File: src/hw/rtl/gtg_pkg.sv
// Shared types and constants of the go-to-goal controller.
package gtg_pkg;

   localparam int XW = 44;   // CORDIC x/y datapath width
   localparam int ZW = 29;   // CORDIC angle width (rad * 2^24)
   localparam int NumAtan = 24;

   localparam logic signed [ZW-1:0] ANG_HALF_PI = 29'sd26353589;
   localparam logic signed [ZW-1:0] ANG_PI      = 29'sd52707179;
   localparam logic signed [ZW-1:0] ANG_TWO_PI  = 29'sd105414357;
   localparam logic [15:0] INV_GAIN_Q16 = 16'd39797;

   localparam logic [2:0] CSR_GOAL_X = 3'd0;
   localparam logic [2:0] CSR_GOAL_Y = 3'd1;
   localparam logic [2:0] CSR_GAIN_LIN = 3'd2;
   localparam logic [2:0] CSR_GAIN_ANG = 3'd3;
   localparam logic [2:0] CSR_TOL = 3'd4;

   typedef struct packed {
      logic signed [XW-1:0] x;
      logic signed [XW-1:0] y;
      logic signed [ZW-1:0] z;
      logic signed [15:0]   hd;
      logic                 vld;
   } cell_type;

   function automatic logic signed [ZW-1:0] atan_lookup(input logic [4:0] idx);
      logic signed [ZW-1:0] r;
      case (idx)
         5'd0: r = 29'sd13176795;
         5'd1: r = 29'sd7778716;
         5'd2: r = 29'sd4110060;
         5'd3: r = 29'sd2086331;
         5'd4: r = 29'sd1047214;
         5'd5: r = 29'sd524117;
         5'd6: r = 29'sd262123;
         5'd7: r = 29'sd131069;
         5'd8: r = 29'sd65536;
         5'd9: r = 29'sd32768;
         5'd10: r = 29'sd16384;
         5'd11: r = 29'sd8192;
         5'd12: r = 29'sd4096;
         5'd13: r = 29'sd2048;
         5'd14: r = 29'sd1024;
         5'd15: r = 29'sd512;
         5'd16: r = 29'sd256;
         5'd17: r = 29'sd128;
         5'd18: r = 29'sd64;
         5'd19: r = 29'sd32;
         5'd20: r = 29'sd16;
         5'd21: r = 29'sd8;
         5'd22: r = 29'sd4;
         5'd23: r = 29'sd2;
         default: r = '0;
      endcase
      return r;
   endfunction

endpackage

File: src/hw/rtl/gtg_cell.sv
// One CORDIC vectoring micro-rotation cell with its pipeline register.
module gtg_cell #(
   parameter int Shift = 0
) (
   input  logic               clock,
   input  logic               reset,
   input  logic               adv,
   input  gtg_pkg::cell_type  cell_in,
   output gtg_pkg::cell_type  cell_out
);
   gtg_pkg::cell_type cell_ff, cell_in_w;
   logic signed [gtg_pkg::XW-1:0] xs, ys;

   always_comb begin
      xs = cell_in.x >>> Shift;
      ys = cell_in.y >>> Shift;
      cell_in_w = cell_in;
      if (!cell_in.y[gtg_pkg::XW-1]) begin
         cell_in_w.x = cell_in.x + ys;
         cell_in_w.y = cell_in.y - xs;
         cell_in_w.z = cell_in.z + gtg_pkg::atan_lookup(5'(Shift));
      end else begin
         cell_in_w.x = cell_in.x - ys;
         cell_in_w.y = cell_in.y + xs;
         cell_in_w.z = cell_in.z - gtg_pkg::atan_lookup(5'(Shift));
      end
   end

   always_ff @(posedge clock) begin
      if (reset) begin
         cell_ff.vld <= 1'b0;
      end else if (adv) begin
         cell_ff.vld <= cell_in.vld;
      end
      if (adv) begin
         cell_ff.x  <= cell_in_w.x;
         cell_ff.y  <= cell_in_w.y;
         cell_ff.z  <= cell_in_w.z;
         cell_ff.hd <= cell_in_w.hd;
      end
   end

   assign cell_out = cell_ff;
endmodule

File: config.mk
export PLATFORM = sky130hd
export DESIGN_NAME = gtg_cell
export DESIGN_NICKNAME = d
export VERILOG_FILES = /design/src/hw/rtl/gtg_pkg.sv /design/src/hw/rtl/gtg_cell.sv
export SDC_FILE = /design/constraint.sdc
export NUM_CORES = 1
export LEC_CHECK = 0
export BUFFER_PORTS_ARGS = -buffer_cell sky130_fd_sc_hd__buf_4
export CORE_UTILIZATION = 57
export DETAILED_ROUTE_END_ITERATION = 6
export HOLD_SLACK_MARGIN = 0.05
export PLACE_DENSITY = 0.82
export SYNTH_ARGS = -nofsm -noshare
export SYNTH_HDL_FRONTEND = slang
export SYNTH_SLANG_ARGS = --single-unit
File: constraint.sdc
create_clock -name clock -period 4.6 [get_ports clock]
set_clock_uncertainty 0.1 [all_clocks]
set_input_delay 0.92 -clock clock [delete_from_list [all_inputs] [get_ports clock]]
set_output_delay 0.92 -clock clock [all_outputs]
set_load 0.01 [all_outputs]
==> impl_table.tex <==
\begin{tabular}{lr}
\hline
Metric & Value \\
\hline
\multicolumn{2}{l}{\textbf{Status}} \\
\quad Outcome & finished, final reports clean \\
\multicolumn{2}{l}{\textbf{Drt}} \\
\quad First-pass iteration count of the detailed router & 7 \\
\quad DRC violations left & 0 \\
\quad Routed vias/inst & 6.112 \\
\quad Routed wirelength normalized by instance count & about 21 um \\
\quad Total number of vias & 13.13k \\
\quad Remaining antenna violation count & 0 \\
\quad Initial detailed-routing violation count & 1,480 \\
\quad WL final & roughly 44,000 um \\
\multicolumn{2}{l}{\textbf{Synthesis}} \\
\quad Count of flip-flops with a built-in enable after synthesis & 132 \\
\quad Most numerous cell in the Yosys netlist & a21oi\_1 \\
\quad Fraction of synthesis flops using an asynchronous set or reset pin & 0\% \\
\quad Summed instance area of the synthesized netlist & 0.01338 mm2 \\
\quad Register bit total from synthesis & 133 \\
\quad Ys Warns & 0 \\
\quad Sequential-to-total area share from yosys stat & 29.78\% \\
\quad Post-synthesis cell type with the largest combined area & edfxtp\_1 \\
\quad Library cells used by synthesis & 79 \\
\quad Proportion of netlist area held by the largest area contributor & about 30\% \\
\quad Cell types occupying the most area after synthesis & edfxtp\_1 (30\%), ha\_1 (16\%), a21oi\_1 (7.0\%) \\
\quad Average cell area after synthesis & 8.621 um2 \\
\quad Net count of the mapped netlist & between 1.5k and 2k \\
\quad Most common flop cell mapped by yosys & edfxtp\_1 \\
\quad Most frequent cells after synthesis & a21oi\_1 (188), ha\_1 (172), nor2\_1 (138), inv\_1 (133), edfxtp\_1 (132) \\
\quad Post-Syn Instances & 1,552 \\
\multicolumn{2}{l}{\textbf{Power and ir drop}} \\
\quad Standby leakage power & between 7 and 8 nW \\
\quad Total power after layout & 0.005076 W \\
\quad Cell area power density & $\sim$310 mW/mm2 \\
\quad IR Drop Worst-Case VDD & around 230 uV \\
\multicolumn{2}{l}{\textbf{Clocking}} \\
\quad Deepest level of the CTS H-tree & 4 \\
\quad CTS resizes & 0 \\
\quad Clock tree from TritonCTS & built \\
\quad Post-CTS clock slew at the launch and capture registers of the worst setup and hold paths & 0.07 ns \\
\quad Worst-skew pair later-pin latency & between 0.4 and 0.5 ns \\
\quad Cts hold-fix bufs & 0 \\
\quad Buffer depth of the longest clock path & 2 \\
\quad Root Buffer Master & clkbuf\_16 \\
\quad Number of sinks driven by the clock tree & between 100 and 150 \\
\quad Buffer count from post-CTS setup fixing & 0 \\
\quad TritonCTS Buffers & 17 \\
\multicolumn{2}{l}{\textbf{Worst setup path}} \\
\quad Cell with the largest stage delay on the worst path & nor3\_1 \\
\quad Required time at the endpoint of the critical path & 4.67 ns \\
\quad Critical Path Fanout Max & 13 \\
\quad Origin of the critical flop-to-flop path & cell\_out[0]\$\_SDFFE\_PP0P\_ \\
\quad Most common cell on crit path & inv\_1 \\
\quad Reg-to-reg endpoint & cell\_out[0]\$\_SDFFE\_PP0P\_ \\
\quad Crit path launch type & input port \\
\quad Launch point of the critical path & cell\_in[59] \\
\quad Flop2flop setup slack & 3.89 ns \\
\quad Kind of critical path & input port to flop \\
\quad CP Capture Point & cell\_out[132]\$\_DFFE\_PP\_ \\
\quad Worst EP arrival & between 4 and 5 ns \\
\quad Worst r2r path cells & 2 \\
\quad CP endpoint kind & flop \\
\quad Max stage delay on crit path & 0.53 ns \\
\quad Critical Path, Cell by Cell & buf\_4 > inv\_1 > ha\_1 > inv\_1 > nor3\_1 > nand2\_1 > a211oi\_1 > or4\_1 > a41oi\_1 > o21ba\_1 > o41ai\_1 > o21ai\_1 > xnor2\_1 \\
\multicolumn{2}{l}{\textbf{Placement}} \\
\quad GPL Wtd Cong & 1.002 \\
\quad Detail Placement HPWL & 34,720 um \\
\quad Port buffer count & 270 \\
\multicolumn{2}{l}{\textbf{Floorplan}} \\
\quad Initial core utilization & 58.56\% \\
\quad Top-Level Pins & between 200 and 300 \\
\quad Placement Rows & 55 \\
\quad Die ar. & 0.02409 mm2 \\
\quad Vertical extent of the die & 155.2 um \\
\quad Standard cell core area & 0.02285 mm2 \\
\quad Die Width & 155.2 um \\
\multicolumn{2}{l}{\textbf{GRT}} \\
\quad Number of antenna violations at the first check in global routing & 0 \\
\quad Largest net degree at the start of global routing & 64 \\
\quad Via count of the first global-routing pass & 12.55k \\
\quad Wire length of the first global-routing pass & $\sim$68,000 um \\
\quad All-Layer GR Usage & 36.34\% \\
\quad Gr ovfl total & 0 \\
\multicolumn{2}{l}{\textbf{Layout}} \\
\quad Share of layout cells above drive strength 1 & 20.44\% \\
\quad Max FFs per register & 133 \\
\quad Final net count & 2,135 \\
\quad Area added between synthesis and finish & 23.13\% \\
\quad \# diodes & 0 \\
\multicolumn{2}{l}{\textbf{STA}} \\
\quad Pins Over Slew Limit & 0 \\
\quad Final Hold Violating Endpoints & 0 \\
\quad Transition time of the tightest slew-check pin & 0.8400 ns \\
\quad Relative slew margins & 44.00\% \\
\quad Ratio of final minimum period to clock period & about 90\% \\
\quad Maximum achievable frequency & 240.7 MHz \\
\quad Fin crit period & $\sim$4.2 ns \\
\quad Setup repair after global routing missed its margin & no \\
\quad Tightest hold margin & 0.4189 ns \\
\quad Total setup violations reported at the end of the flow & 0 \\
\quad Fin Setup TNS & 0 ns \\
\multicolumn{2}{l}{\textbf{Hold path}} \\
\quad Hold Crit Start & cell\_out[0]\$\_SDFFE\_PP0P\_ \\
\quad Worst min-delay path class & flop to flop \\
\multicolumn{2}{l}{\textbf{Job}} \\
\quad Maximum capacitance violations & 0 \\
\hline
\end{tabular}
[where the power goes]
group	internal [W]	switching [W]	total [W]
Combinational	0.000844	0.00115	0.00199
Sequential	0.00159	0.0000657	0.00166
Clock	0.000767	0.000655	0.00142
Total	0.00321	0.00187	0.00508
[cell families (layout without fill, tap and decap cells)]
group / after synthesis / in the layout / share of synthesized area (%)
compound gates: 534 / 534 / 25.62
xor+xnor: 111 / 111 / 7.266
fa+ha+maj: 176 / 176 / 16.68
buf+inv: 208 / 491 / 6.023
flops: 133 / 133 / 29.78
mux: 28 / 28 / 2.104
simple gates: 362 / 362 / 12.53
[worst min path at each step]
stage                                to  slack, ns  cells past startpoint
6_report       cell_out[0]$_SDFFE_PP0P_       0.42                      2
5_1_grt        cell_out[0]$_SDFFE_PP0P_       0.46                      2
4_1_cts        cell_out[0]$_SDFFE_PP0P_       0.42                      2
3_5_place_dp   cell_out[0]$_SDFFE_PP0P_       0.40                      2
3_3_place_gp   cell_out[0]$_SDFFE_PP0P_       0.38                      2
2_1_floorplan  cell_out[0]$_SDFFE_PP0P_       0.43                      2
[area by class of cell]
| class | instances | area (um2) |
|---|---|---|
| clock buffer | 17 | 425.4 |
| clock inverter | 15 | 161.4 |
| fill | 1835 | 6374 |
| inverter | 143 | 536.8 |
| multi-input combinational | 1211 | 8589 |
| sequential | 133 | 3984 |
| tap | 313 | 391.6 |
| timing repair buffer | 316 | 2385 |
[worst max-delay path, delay by kind of cell]
kind,cells,cell delay (ns)
xor gates and xnor gates,1,0.18
adders and majority gates,1,0.52
and+or+nand+nor,3,0.88
AOI/OAI and AO/OA,5,1.32
buffers and inverters,3,0.38
[cell usage in the layout, fill, tap and decap left out, types with 5 or more instances in the layout]
cell,Yosys,final
edfxtp_1,132,132
o31ai_1,14,14
nand2b_1,12,12
buf_4,4,315
o21bai_1,45,45
xor2_1,19,19
clkbuf_16,0,17
or3_1,9,9
o41ai_1,6,6
a21boi_0,5,5
a21oi_1,188,188
o211ai_1,10,10
ha_1,172,172
mux2i_1,27,27
o22ai_1,5,5
nor4_1,8,8
nand4_1,25,25
clkinv_1,6,6
inv_1,133,132
nor2_1,138,138
a211oi_1,19,19
nor3_1,24,24
a21o_1,45,45
o21ai_1,10,10
o21a_1,18,18
nor2b_1,18,18
a31oi_1,13,13
o21ai_0,93,93
nand3_1,20,20
inv_2,4,5
xnor2_1,92,92
nand2_1,86,86
[layer usage]
metal / GRT usage [%] / share of wire [%] / vias to the layer above
li1: - / - / 6132
met1: 46.84 / 40 / 6171
met2: 61.52 / 48 / 727
met3: 6.295 / 9.3 / 98
met4: 12.56 / 2.8 / 0
met5: 0 / 0 / -
[per-stage QoR]
step           setup WS [ns]  instance area, um2  std cells  utilization, %
2_1_floorplan         0.4275               13380       1552               -
3_3_place_gp          0.1143               15890       2116           69.53
3_5_place_dp          0.1366               15890       2116           69.53
4_1_cts               0.5331               16470       2148           72.10
5_1_grt               0.1807               16470       2148           72.10
6_report              0.4457               16470       2148           72.10
Note: power is estimated with default switching activity, not from simulation.
